--- config.mk ---
export PLATFORM = sky130hd
export DESIGN_NAME = base64_decoder_top
export DESIGN_NICKNAME = d
export VERILOG_FILES = /design/src/hdl/b64d_pkg.sv /design/src/hdl/b64d_front.sv /design/src/hdl/b64d_queue.sv /design/src/hdl/b64d_back.sv /design/src/hdl/base64_decoder_top.sv
export SDC_FILE = /design/constraint.sdc
export NUM_CORES = 1
export LEC_CHECK = 0
export ABC_CLOCK_PERIOD_IN_PS = 2750
export BUFFER_PORTS_ARGS = -buffer_cell sky130_fd_sc_hd__buf_2
export CORE_AREA = 2 2 109 111
export CTS_CLUSTER_DIAMETER = 150
export CTS_CLUSTER_SIZE = 40
export DETAILED_ROUTE_END_ITERATION = 10
export DIE_AREA = 0 0 111 113
export PLACE_DENSITY = 0.82
export SYNTH_ARGS = -nofsm -noshare
export SYNTH_HDL_FRONTEND = slang
export SYNTH_SLANG_ARGS = --single-unit
--- constraint.sdc ---
create_clock -name clock -period 2.75 [get_ports clock]
set_input_delay 0.1375 -clock clock [delete_from_list [all_inputs] [get_ports clock]]
set_output_delay 0.1375 -clock clock [all_outputs]
set_load 0.02 [all_outputs]
--- src/hdl/b64d_pkg.sv ---
// ----------------------------------------------------------------------------
// b64d_pkg: shared types and a function for the base64 decoder
// Holds the character classifier and the word carried between the front end
// and the output stage.
// ----------------------------------------------------------------------------
package b64d_pkg;

   // Default number of entries in the queue between front end and back end.
   localparam int unsigned QUEUE_DEPTH_DEFAULT = 4;

   localparam logic [7:0] CHAR_UPPER_A = 8'h41;
   localparam logic [7:0] CHAR_UPPER_Z = 8'h5A;
   localparam logic [7:0] CHAR_LOWER_A = 8'h61;
   localparam logic [7:0] CHAR_LOWER_Z = 8'h7A;
   localparam logic [7:0] CHAR_DIGIT_0 = 8'h30;
   localparam logic [7:0] CHAR_DIGIT_9 = 8'h39;
   localparam logic [7:0] CHAR_PLUS    = 8'h2B;
   localparam logic [7:0] CHAR_SLASH   = 8'h2F;
   localparam logic [7:0] CHAR_PAD     = 8'h3D;

   // Result of classifying one character.
   typedef struct packed {
      logic       valid;
      logic [5:0] value;
   } sextet_type;

   // One queue word: a complete 24-bit group, or an error marker.
   typedef struct packed {
      logic        is_error;
      logic [23:0] group;
   } job_type;

   // Maps a character to its sextet; the pad character counts as zero.
   function automatic sextet_type sextet_of(input logic [7:0] c);
      sextet_type s;
      logic [7:0] d;
      s.valid = 1'b1;
      s.value = 6'd0;
      d       = 8'd0;
      if (c >= CHAR_UPPER_A && c <= CHAR_UPPER_Z) begin
         d       = c - CHAR_UPPER_A;
         s.value = d[5:0];
      end else if (c >= CHAR_LOWER_A && c <= CHAR_LOWER_Z) begin
         d       = c - CHAR_LOWER_A + 8'd26;
         s.value = d[5:0];
      end else if (c >= CHAR_DIGIT_0 && c <= CHAR_DIGIT_9) begin
         d       = c - CHAR_DIGIT_0 + 8'd52;
         s.value = d[5:0];
      end else if (c == CHAR_PLUS) begin
         s.value = 6'd62;
      end else if (c == CHAR_SLASH) begin
         s.value = 6'd63;
      end else if (c == CHAR_PAD) begin
         s.value = 6'd0;
      end else begin
         s.valid = 1'b0;
      end
      return s;
   endfunction

endpackage

--- src/hdl/b64d_front.sv ---
// ----------------------------------------------------------------------------
// b64d_front: character intake and group assembly
// Classifies each character, gathers sextets and hands complete groups or
// error markers to the queue.
// ----------------------------------------------------------------------------
module b64d_front (
   input  logic              clock,
   input  logic              reset,
   input  logic              req_valid,
   output logic              req_ready,
   input  logic [7:0]        req_char_in,
   output logic              push_valid,
   output b64d_pkg::job_type push_job,
   input  logic              queue_full
);

   logic [17:0] acc_ff, acc_in;
   logic [1:0]  pos_ff, pos_in;
   b64d_pkg::sextet_type sextet;
   logic accept;

   assign req_ready = !queue_full;
   assign accept    = req_valid && req_ready;
   assign sextet    = b64d_pkg::sextet_of(req_char_in);

   // Next accumulator state and queue push for the accepted character.
   always_comb begin
      acc_in            = acc_ff;
      pos_in            = pos_ff;
      push_valid        = 1'b0;
      push_job.is_error = 1'b0;
      push_job.group    = {acc_ff, sextet.value};
      if (accept) begin
         if (!sextet.valid) begin
            push_valid        = 1'b1;
            push_job.is_error = 1'b1;
            push_job.group    = 24'd0;
            acc_in            = 18'd0;
            pos_in            = 2'd0;
         end else if (pos_ff != 2'd3) begin
            acc_in = {acc_ff[11:0], sextet.value};
            pos_in = pos_ff + 2'd1;
         end else begin
            push_valid = 1'b1;
            acc_in     = 18'd0;
            pos_in     = 2'd0;
         end
      end
   end

   // Group state registers.
   always_ff @(posedge clock) begin
      if (reset) begin
         acc_ff <= 18'd0;
         pos_ff <= 2'd0;
      end else begin
         acc_ff <= acc_in;
         pos_ff <= pos_in;
      end
   end

endmodule

--- src/hdl/b64d_queue.sv ---
// ----------------------------------------------------------------------------
// b64d_queue: small queue between front end and back end
// A circular buffer of group words with a fill count.
// ----------------------------------------------------------------------------
module b64d_queue #(
   parameter int unsigned DEPTH = b64d_pkg::QUEUE_DEPTH_DEFAULT
) (
   input  logic              clock,
   input  logic              reset,
   input  logic              push_valid,
   input  b64d_pkg::job_type push_job,
   output logic              full,
   output logic              pop_valid,
   output b64d_pkg::job_type pop_job,
   input  logic              pop
);

   localparam int unsigned PW = (DEPTH > 1) ? $clog2(DEPTH) : 1;
   localparam int unsigned CW = $clog2(DEPTH + 1);
   localparam logic [PW-1:0] LAST_SLOT = PW'(DEPTH - 1);
   localparam logic [CW-1:0] FULL_COUNT = CW'(DEPTH);

   b64d_pkg::job_type slots_ff [DEPTH];
   logic [PW-1:0] wr_ptr_ff, rd_ptr_ff;
   logic [CW-1:0] count_ff;
   logic do_push, do_pop;

   assign full      = (count_ff == FULL_COUNT);
   assign pop_valid = (count_ff != '0);
   assign pop_job   = slots_ff[rd_ptr_ff];
   assign do_push   = push_valid && !full;
   assign do_pop    = pop && pop_valid;

   // Storage write.
   always_ff @(posedge clock) begin
      if (do_push) begin
         slots_ff[wr_ptr_ff] <= push_job;
      end
   end

   // Pointers and fill count.
   always_ff @(posedge clock) begin
      if (reset) begin
         wr_ptr_ff <= '0;
         rd_ptr_ff <= '0;
         count_ff  <= '0;
      end else begin
         if (do_push) begin
            wr_ptr_ff <= (wr_ptr_ff == LAST_SLOT) ? '0 : wr_ptr_ff + 1'b1;
         end
         if (do_pop) begin
            rd_ptr_ff <= (rd_ptr_ff == LAST_SLOT) ? '0 : rd_ptr_ff + 1'b1;
         end
         if (do_push && !do_pop) begin
            count_ff <= count_ff + 1'b1;
         end else if (do_pop && !do_push) begin
            count_ff <= count_ff - 1'b1;
         end
      end
   end

endmodule

--- src/hdl/b64d_back.sv ---
// ----------------------------------------------------------------------------
// b64d_back: byte output stage
// Takes group words from the queue and presents their bytes one per cycle,
// while rsp_ready is high, from an output register.
// ----------------------------------------------------------------------------
module b64d_back (
   input  logic              clock,
   input  logic              reset,
   input  logic              pop_valid,
   input  b64d_pkg::job_type pop_job,
   output logic              pop,
   output logic              rsp_valid,
   input  logic              rsp_ready,
   output logic [7:0]        rsp_data_byte,
   output logic              rsp_last,
   output logic              rsp_bad_char
);

   logic        valid_ff, valid_in;
   logic [7:0]  data_ff, data_in;
   logic        last_ff, last_in;
   logic        bad_ff, bad_in;
   logic [15:0] rest_ff, rest_in;
   logic [1:0]  remain_ff, remain_in;
   logic        advance;

   assign advance = !valid_ff || rsp_ready;

   // Choose the next word to show: the rest of the current group first.
   always_comb begin
      valid_in  = valid_ff;
      data_in   = data_ff;
      last_in   = last_ff;
      bad_in    = bad_ff;
      rest_in   = rest_ff;
      remain_in = remain_ff;
      pop       = 1'b0;
      if (advance) begin
         if (remain_ff != 2'd0) begin
            valid_in  = 1'b1;
            data_in   = rest_ff[15:8];
            last_in   = (remain_ff == 2'd1);
            bad_in    = 1'b0;
            rest_in   = {rest_ff[7:0], 8'd0};
            remain_in = remain_ff - 2'd1;
         end else if (pop_valid) begin
            pop      = 1'b1;
            valid_in = 1'b1;
            if (pop_job.is_error) begin
               data_in = 8'd0;
               last_in = 1'b1;
               bad_in  = 1'b1;
            end else begin
               data_in   = pop_job.group[23:16];
               last_in   = 1'b0;
               bad_in    = 1'b0;
               rest_in   = pop_job.group[15:0];
               remain_in = 2'd2;
            end
         end else begin
            valid_in = 1'b0;
         end
      end
   end

   // Control registers.
   always_ff @(posedge clock) begin
      if (reset) begin
         valid_ff  <= 1'b0;
         remain_ff <= 2'd0;
      end else begin
         valid_ff  <= valid_in;
         remain_ff <= remain_in;
      end
   end

   // Payload registers.
   always_ff @(posedge clock) begin
      data_ff <= data_in;
      last_ff <= last_in;
      bad_ff  <= bad_in;
      rest_ff <= rest_in;
   end

   assign rsp_valid     = valid_ff;
   assign rsp_data_byte = data_ff;
   assign rsp_last      = last_ff;
   assign rsp_bad_char  = bad_ff;

endmodule

--- src/hdl/base64_decoder_top.sv ---
// ----------------------------------------------------------------------------
// base64_decoder_top: streaming base64 decoder
// Decodes one base64 character per word into bytes, three per group of four.
// ----------------------------------------------------------------------------
// The decoder accepts one character every cycle while its queue has room.
// Each fourth character of a group, counting pads as zero, yields three bytes,
// most significant first, the third marked last; a character outside the
// alphabet yields one error word and drops the partial group. Bytes leave one
// per cycle while rsp_ready is high, from an output register behind the group
// queue; the output stage outpaces the intake, so a steady stream of valid
// text is taken at one character per cycle, and the QUEUE_DEPTH-entry group
// queue absorbs output stalls.
module base64_decoder_top #(
   parameter int unsigned QUEUE_DEPTH = b64d_pkg::QUEUE_DEPTH_DEFAULT
) (
   input  logic       clock,
   input  logic       reset,
   input  logic       req_valid,
   output logic       req_ready,
   input  logic [7:0] req_char_in,
   output logic       rsp_valid,
   input  logic       rsp_ready,
   output logic [7:0] rsp_data_byte,
   output logic       rsp_last,
   output logic       rsp_bad_char
);

   logic              push_valid;
   b64d_pkg::job_type push_job;
   logic              queue_full;
   logic              pop_valid;
   b64d_pkg::job_type pop_job;
   logic              pop;

   // Character intake.
   b64d_front u_front (
      .clock       (clock),
      .reset       (reset),
      .req_valid   (req_valid),
      .req_ready   (req_ready),
      .req_char_in (req_char_in),
      .push_valid  (push_valid),
      .push_job    (push_job),
      .queue_full  (queue_full)
   );

   // Group queue.
   b64d_queue #(
      .DEPTH (QUEUE_DEPTH)
   ) u_queue (
      .clock      (clock),
      .reset      (reset),
      .push_valid (push_valid),
      .push_job   (push_job),
      .full       (queue_full),
      .pop_valid  (pop_valid),
      .pop_job    (pop_job),
      .pop        (pop)
   );

   // Byte output.
   b64d_back u_back (
      .clock         (clock),
      .reset         (reset),
      .pop_valid     (pop_valid),
      .pop_job       (pop_job),
      .pop           (pop),
      .rsp_valid     (rsp_valid),
      .rsp_ready     (rsp_ready),
      .rsp_data_byte (rsp_data_byte),
      .rsp_last      (rsp_last),
      .rsp_bad_char  (rsp_bad_char)
   );

endmodule

## Word-level counts from Yosys, hierarchy flattened

Memories as Yosys holds them, arrays and structs flattened. A register that Yosys moved wholly into a read port is not among the register bits.
Index checks and enable logic that the tools add are counted.

- Bits in registers: 56
- Bits in writable memories: 100
- Input port bits: 12
- Output and inout port bits: 12
- Logic and storage cells: 102
- Memories: 1

Memory list:

| memory | words | bits a word | rd ports | clocked after Yosys merged registers in | write ports | line | source |
|---|---|---|---|---|---|---|---|
| u_queue.slots_ff | 4 | 25 | 1 | 1 | 1 | b64d_queue.sv:23 | `b64d_pkg::job_type slots_ff [DEPTH];` |

- Add/sub/neg operators: 11
- Magnitude comparators: 6
- Equality and inequality tests: 9
- Mux-type cells: 44
- Reduce and logical (&&, ||, !) cells: 19

Operators by type and width:

| cell | count |
|---|---|
| $mux 25 | 2 |
| $mux 16 | 3 |
| $mux 18 | 2 |
| $mux 6 | 5 |
| $eq 8x6->1 const B | 3 |
| $mux 8 | 3 |
| $mux 1 | 18 |
| $mux 2 | 9 |
| $ge 8x7->1 const B | 2 |
| $le 8x7->1 const B | 2 |
| $sub 6x6->6 const B | 2 |
| $ge 8x6->1 const B | 1 |
| $le 8x6->1 const B | 1 |
| $logic_and 1x1->1 | 8 |
| $add 2x1->2 const B | 3 |
| $add 6x5->6 const B | 1 |
| $add 6x6->6 const B | 1 |
| $mux 3 | 2 |
| $reduce_bool 2->1 | 3 |
| $sub 6x1->6 const B | 1 |
| $eq 2x2->1 const B | 2 |
| $logic_not 1->1 | 4 |
| $add 3x1->3 const B | 1 |
| $eq 3x3->1 const B | 1 |
| 9 further kinds | 9 |

## Logic depth before layout (Yosys ltp)

- Depth in word-level cells: 14
- Gate-level depth with buffers: 12
- Gate-level depth less buffers: 12

## Hierarchy

From an unflattened synthesis, not the netlist that was laid out.

- Cell total of the unflattened synthesis: 453
- Area total of the unflattened synthesis: 6825.3 um^2

Modules (own cells, without submodules):

| module | instances | cells an instance | area an instance (um^2) | seq. area each (um^2) |
|---|---|---|---|---|
| b64d_queue | 1 | 181 | 4111.4 | 3183.1 |
| b64d_front | 1 | 178 | 1426.4 | 400.4 |
| b64d_back | 1 | 94 | 1287.5 | 840.8 |

## Least setup slack after synthesis

No wires, ideal clock.

- Path type: input to register
- Start point: input req_char_in[2]
- End point: register u_queue.count_ff[2]
- Setup time: 71 ps
- Arrival time: 2413 ps
- Required time: 2679 ps
- Slack: 266 ps
- Cell stages on the path: 12
- Buffers on the path: 0
- Path through: inv_1 -> ha_1 -> o21ai_0 -> nand2_1 -> a31o_2 -> nor2_1 -> ha_1 -> inv_1 -> fa_1 -> xor2_1 -> or3_1 -> a21oi_1

- Cells in the longest elaborated chain, start to end: 13
- Elaborated cells on any way between the ends: 26
- Those cells by class: order compare (6); eq/ne (3); mux (9); reduce/logical (8)

Ends and longest elaborated chain:

| what | line | source |
|---|---|---|
| start, declared | base64_decoder_top.sv:20 | `input logic [7:0] req_char_in,` |
| $eq 8x6->1 | b64d_pkg.sv:53 | `end else if (c == CHAR_PAD) begin` |
| $mux 1 | b64d_pkg.sv:53 |  |
| $mux 1 | b64d_pkg.sv:51 | `end else if (c == CHAR_SLASH) begin` |
| $mux 1 | b64d_pkg.sv:49 | `end else if (c == CHAR_PLUS) begin` |
| $mux 1 | b64d_pkg.sv:46 | `end else if (c >= CHAR_DIGIT_0 && c <= CHAR_DIGIT_9) begin` |
| $mux 1 | b64d_pkg.sv:43 | `end else if (c >= CHAR_LOWER_A && c <= CHAR_LOWER_Z) begin` |
| $mux 1 (*) | b64d_pkg.sv:40 | `if (c >= CHAR_UPPER_A && c <= CHAR_UPPER_Z) begin` |
| $mux 1 (*) | b64d_front.sv:34 | `if (!sextet.valid) begin` |
| $mux 1 (*) | b64d_front.sv:33 | `if (accept) begin` |
| $logic_and 1x1->1 (*) | b64d_queue.sv:31 | `assign do_push = push_valid && !full;` |
| via u_queue.do_push | b64d_queue.sv:26 | `logic do_push, do_pop;` |
| $logic_not 1->1 | b64d_queue.sv:56 | `end else if (do_pop && !do_push) begin` |
| $logic_and 1x1->1 | b64d_queue.sv:56 |  |
| $reduce_bool 2->1 (no line) | n/a |  |
| end signal, assigned | b64d_queue.sv:55 | `count_ff <= count_ff + 1'b1;` |
| end signal, assigned | b64d_queue.sv:57 | `count_ff <= count_ff - 1'b1;` |
| end, declared | b64d_queue.sv:25 | `logic [CW-1:0] count_ff;` |

Mark *: on every way through the listed nets, which the timed path passes. The rest lies on a longest branch.
A chain may end at the register's enable or synchronous reset.

## Worst setup path after layout

- Start point: register u_front.pos_ff[0]
- End point: register u_queue.count_ff[2]

- Cells in the longest elaborated chain, start to end: 8
- Elaborated cells on any way between the ends: 10
- Those cells by class: eq/ne (1); mux (4); reduce/logical (5)

Ends and longest elaborated chain:

| what | line | source |
|---|---|---|
| start, declared | b64d_front.sv:18 | `logic [1:0] pos_ff, pos_in;` |
| start signal, assigned | b64d_front.sv:58 | `pos_ff <= pos_in;` |
| $ne 2x2->1 (*) | b64d_front.sv:40 | `end else if (pos_ff != 2'd3) begin` |
| $mux 1 (*) | b64d_front.sv:40 |  |
| $mux 1 (*) | b64d_front.sv:34 |  |
| $mux 1 (*) | b64d_front.sv:33 |  |
| $logic_and 1x1->1 (*) | b64d_queue.sv:31 |  |
| via u_queue.do_push | b64d_queue.sv:26 |  |
| $logic_not 1->1 | b64d_queue.sv:56 |  |
| $logic_and 1x1->1 | b64d_queue.sv:56 |  |
| $reduce_bool 2->1 (no line) | n/a |  |

Marks and branches as above.

==> results_dict.tcl <==
set metrics [dict create \
    pre_cts_ws_ps -3.14 \
    rsz0062_at_grt "false" \
    synthCells 432 \
    slew_headroom_pct 46.7 \
    crit_fanout 5 \
    timing.rr.end "u_queue.count_ff[2]" \
    period_share_pct 92.9 \
    routed_via_density 6.06 \
    io_pins 24 \
    critPathBufInv 1 \
    cts_tree "yes" \
    cpPeakStageDelay_ps 430 \
    regToRegStartpoint "u_front.pos_ff[0]" \
    hold_path.class "in -> reg" \
    final_cells 636 \
    vias 3854 \
    placed_cell_area_um2 7110 \
    synth_flop_cell "edfxtp_1" \
    layout_setup_ws_ps 196 \
    hold-worst-slack_ps 99.2 \
    syn-cell-area_um2 6730 \
    grt_pass1_vias 3988 \
    drc 0 \
    stdcell_area_um2 7710 \
    die_h_um 113 \
    io_buffers 23 \
    leakage_nw 2.80 \
    cp_top_family "adder cells" \
    async_reset_ff_share_pct 0 \
    total_power_mw 7.52 \
    ys.warnings.count 0 \
    finalCriticalPeriod_ps 2550 \
    ctsHoldBuffers 0 \
    clock_sinks 158 \
    cts.clk_slew.worst_paths_ps 60 \
    critPathKind "reg -> reg" \
    ys_seq_area_share_pct 65.7 \
    start_util_pct 59.7 \
    routed_wl_um 13400 \
    crit_chain "ha_1 -> nor2_1 -> a31o_2 -> nor2_1 -> ha_1 -> inv_1 -> fa_1 -> xor2_1 -> or3_1 -> a21oi_1" \
    final_common_cell "edfxtp_1" \
    place_hpwl_um 8490 \
    ir_drop_mv 0.633 \
    ff2ff_setup_slack_ps 200 \
    finClkSkew_ps 10.3 \
    postCtsSetupBuffers 0 \
    htreeDepth 4 \
    drtPass1Iterations 5 \
    crit_arrival_ps 2900 \
    cts-root-buf "clkbuf_16" \
    post_cts_resized 0 \
    grt_antenna_before_repair 0 \
    critPathLaunchType "register" \
    core_um2 11300 \
    wl_per_cell_um 21.1 \
    post-route-util_pct 68.4 \
    synth_edf_count 126 \
    whs_endpoint "u_queue.count_ff[1]" \
    maxCapViolCount 0 \
    setup_violations 0 \
    antenna_cells 0 \
    hold_path_depth 2 \
    end_kind "register" \
    die_x_um 111 \
    fin_nets 512 \
    power_density_nw_per_um2 975 \
    status "finished, final reports clean" \
    grt_max_degree 37 \
    final.setup.tns_ps 0 \
    gp_congestion 0.884 \
    syn-num-nets 464 \
    row_count 39 \
    drt_iter0_drc 296 \
    fmaxAchievable_mhz 391 \
    tightestPinTransition_ps 795 \
    dp_cells 604 \
    synth.distinct_cells 59 \
    antenna_left 0 \
    hp-start "reset" \
    dieArea_um2 12500 \
    mostFrequentLayoutCells "edfxtp_1 (126), dfxtp_1 (30), and2_1 (27)" \
    synth_top_area_share_pct 56.2 \
    numCtsBuffers 17 \
    synth-seq-cells 158 \
    grt_util_all_layers_pct 22.6 \
    required_ps 3090 \
    ctsLongestPathBuffers 2 \
    reg2regPathDepth 10 \
    grt_pass1_wl_um 21400 \
    grt-ovfl-total 0 \
    insertion_delay_ps 420 \
    crit_path_top_delay_cell "fa_1" \
    yosys-top-cells-area "edfxtp_1 (56%), dfxtp_1 (9.5%), mux4_2 (8.4%)" \
    drive_gt1_share_pct 27.4 \
    report.final.slew_viol_count 0 \
    hold_viol 0 \
    area_delta_synth_final_pct 14.5 \
    syn_area_per_cell_um2 15.6 \
    synth.largest_area_cell "edfxtp_1" \
]
-- power by group --
group	switching [mW]	internal (mW)
clock network	0.986	1.37
logic	1.10	0.812
registers	0.143	3.11
total	2.23	5.29
-- kinds of logic after synthesis --
logic type / count (synthesis) / synth area share (%)
DFF: 158 / 65.7
and+or+nand+nor: 98 / 8.49
AOI/OAI and AO/OA: 70 / 7.92
buffers and inverters: 42 / 2.81
muxes: 39 / 10.6
adders and majority gates: 20 / 3.83
xor gates and xnor gates: 5 / 0.650
-- flip-flops by register name, summed over array words and instances, names as in the netlist, named ones only --
signal                flops
u_back.rsp_data_byte      8
u_back.rest_ff           16
u_queue.rd_ptr_ff         2
u_front.acc_ff           18
u_queue.count_ff          3
u_back.remain_ff          2
u_back.rsp_bad_char       1
u_back.rsp_valid          1
u_queue.slots_ff        100
u_front.pos_ff            2
u_queue.wr_ptr_ff         2
u_back.rsp_last           1
-- synthesized netlist by cell type (3+ instances only) --
cell,number
a31oi_1,5
o21ai_0,15
mux4_2,25
dfxtp_1,32
xnor2_1,3
edfxtp_1,126
a22o_2,7
nor3_1,7
nor2b_1,3
a22oi_1,4
buf_6,3
mux2_2,9
nand2_1,8
nand2b_1,3
mux2i_1,5
nand3_1,18
a21oi_1,9
nor2_1,10
and2_1,27
and3_1,5
inv_1,24
ha_1,19
buf_2,4
a22o_1,10
clkbuf_1,7
-- worst max-delay path by stage --
stage	start	endpoint	slack, ps	depth (start not counted)
4_1_cts	u_queue.count_ff[0]	u_queue.count_ff[2]	180	10
6_report	u_front.pos_ff[0]	u_queue.count_ff[2]	200	10
2_1_floorplan	req_char_in[2]	u_queue.count_ff[2]	270	12
3_5_place_dp	req_char_in[0]	u_queue.count_ff[2]	-3	13
5_1_grt	u_front.pos_ff[0]	u_queue.count_ff[2]	50	10
3_3_place_gp	req_char_in[0]	u_queue.count_ff[2]	150	13
-- layout make-up --
| type | instances | area, um2 |
|---|---|---|
| clock inverter | 15 | 175 |
| tap | 143 | 179 |
| fill | 732 | 3560 |
| clock buffer | 17 | 425 |
| sequential | 158 | 4430 |
| timing repair buffer | 46 | 288 |
| inverter | 25 | 93.8 |
| multi-input combinational | 232 | 2120 |
-- metal layers --
metal  global-route usage [%]  vias to the layer above  wire length [um]
li1                         -                     1759                 -
met5                        0                        -                 0
met2                     38.6                      128              6950
met3                     4.45                       21               713
met4                     9.67                        0               301
met1                     28.6                     1946              5460
Note: power is estimated with default switching activity, not from simulation.
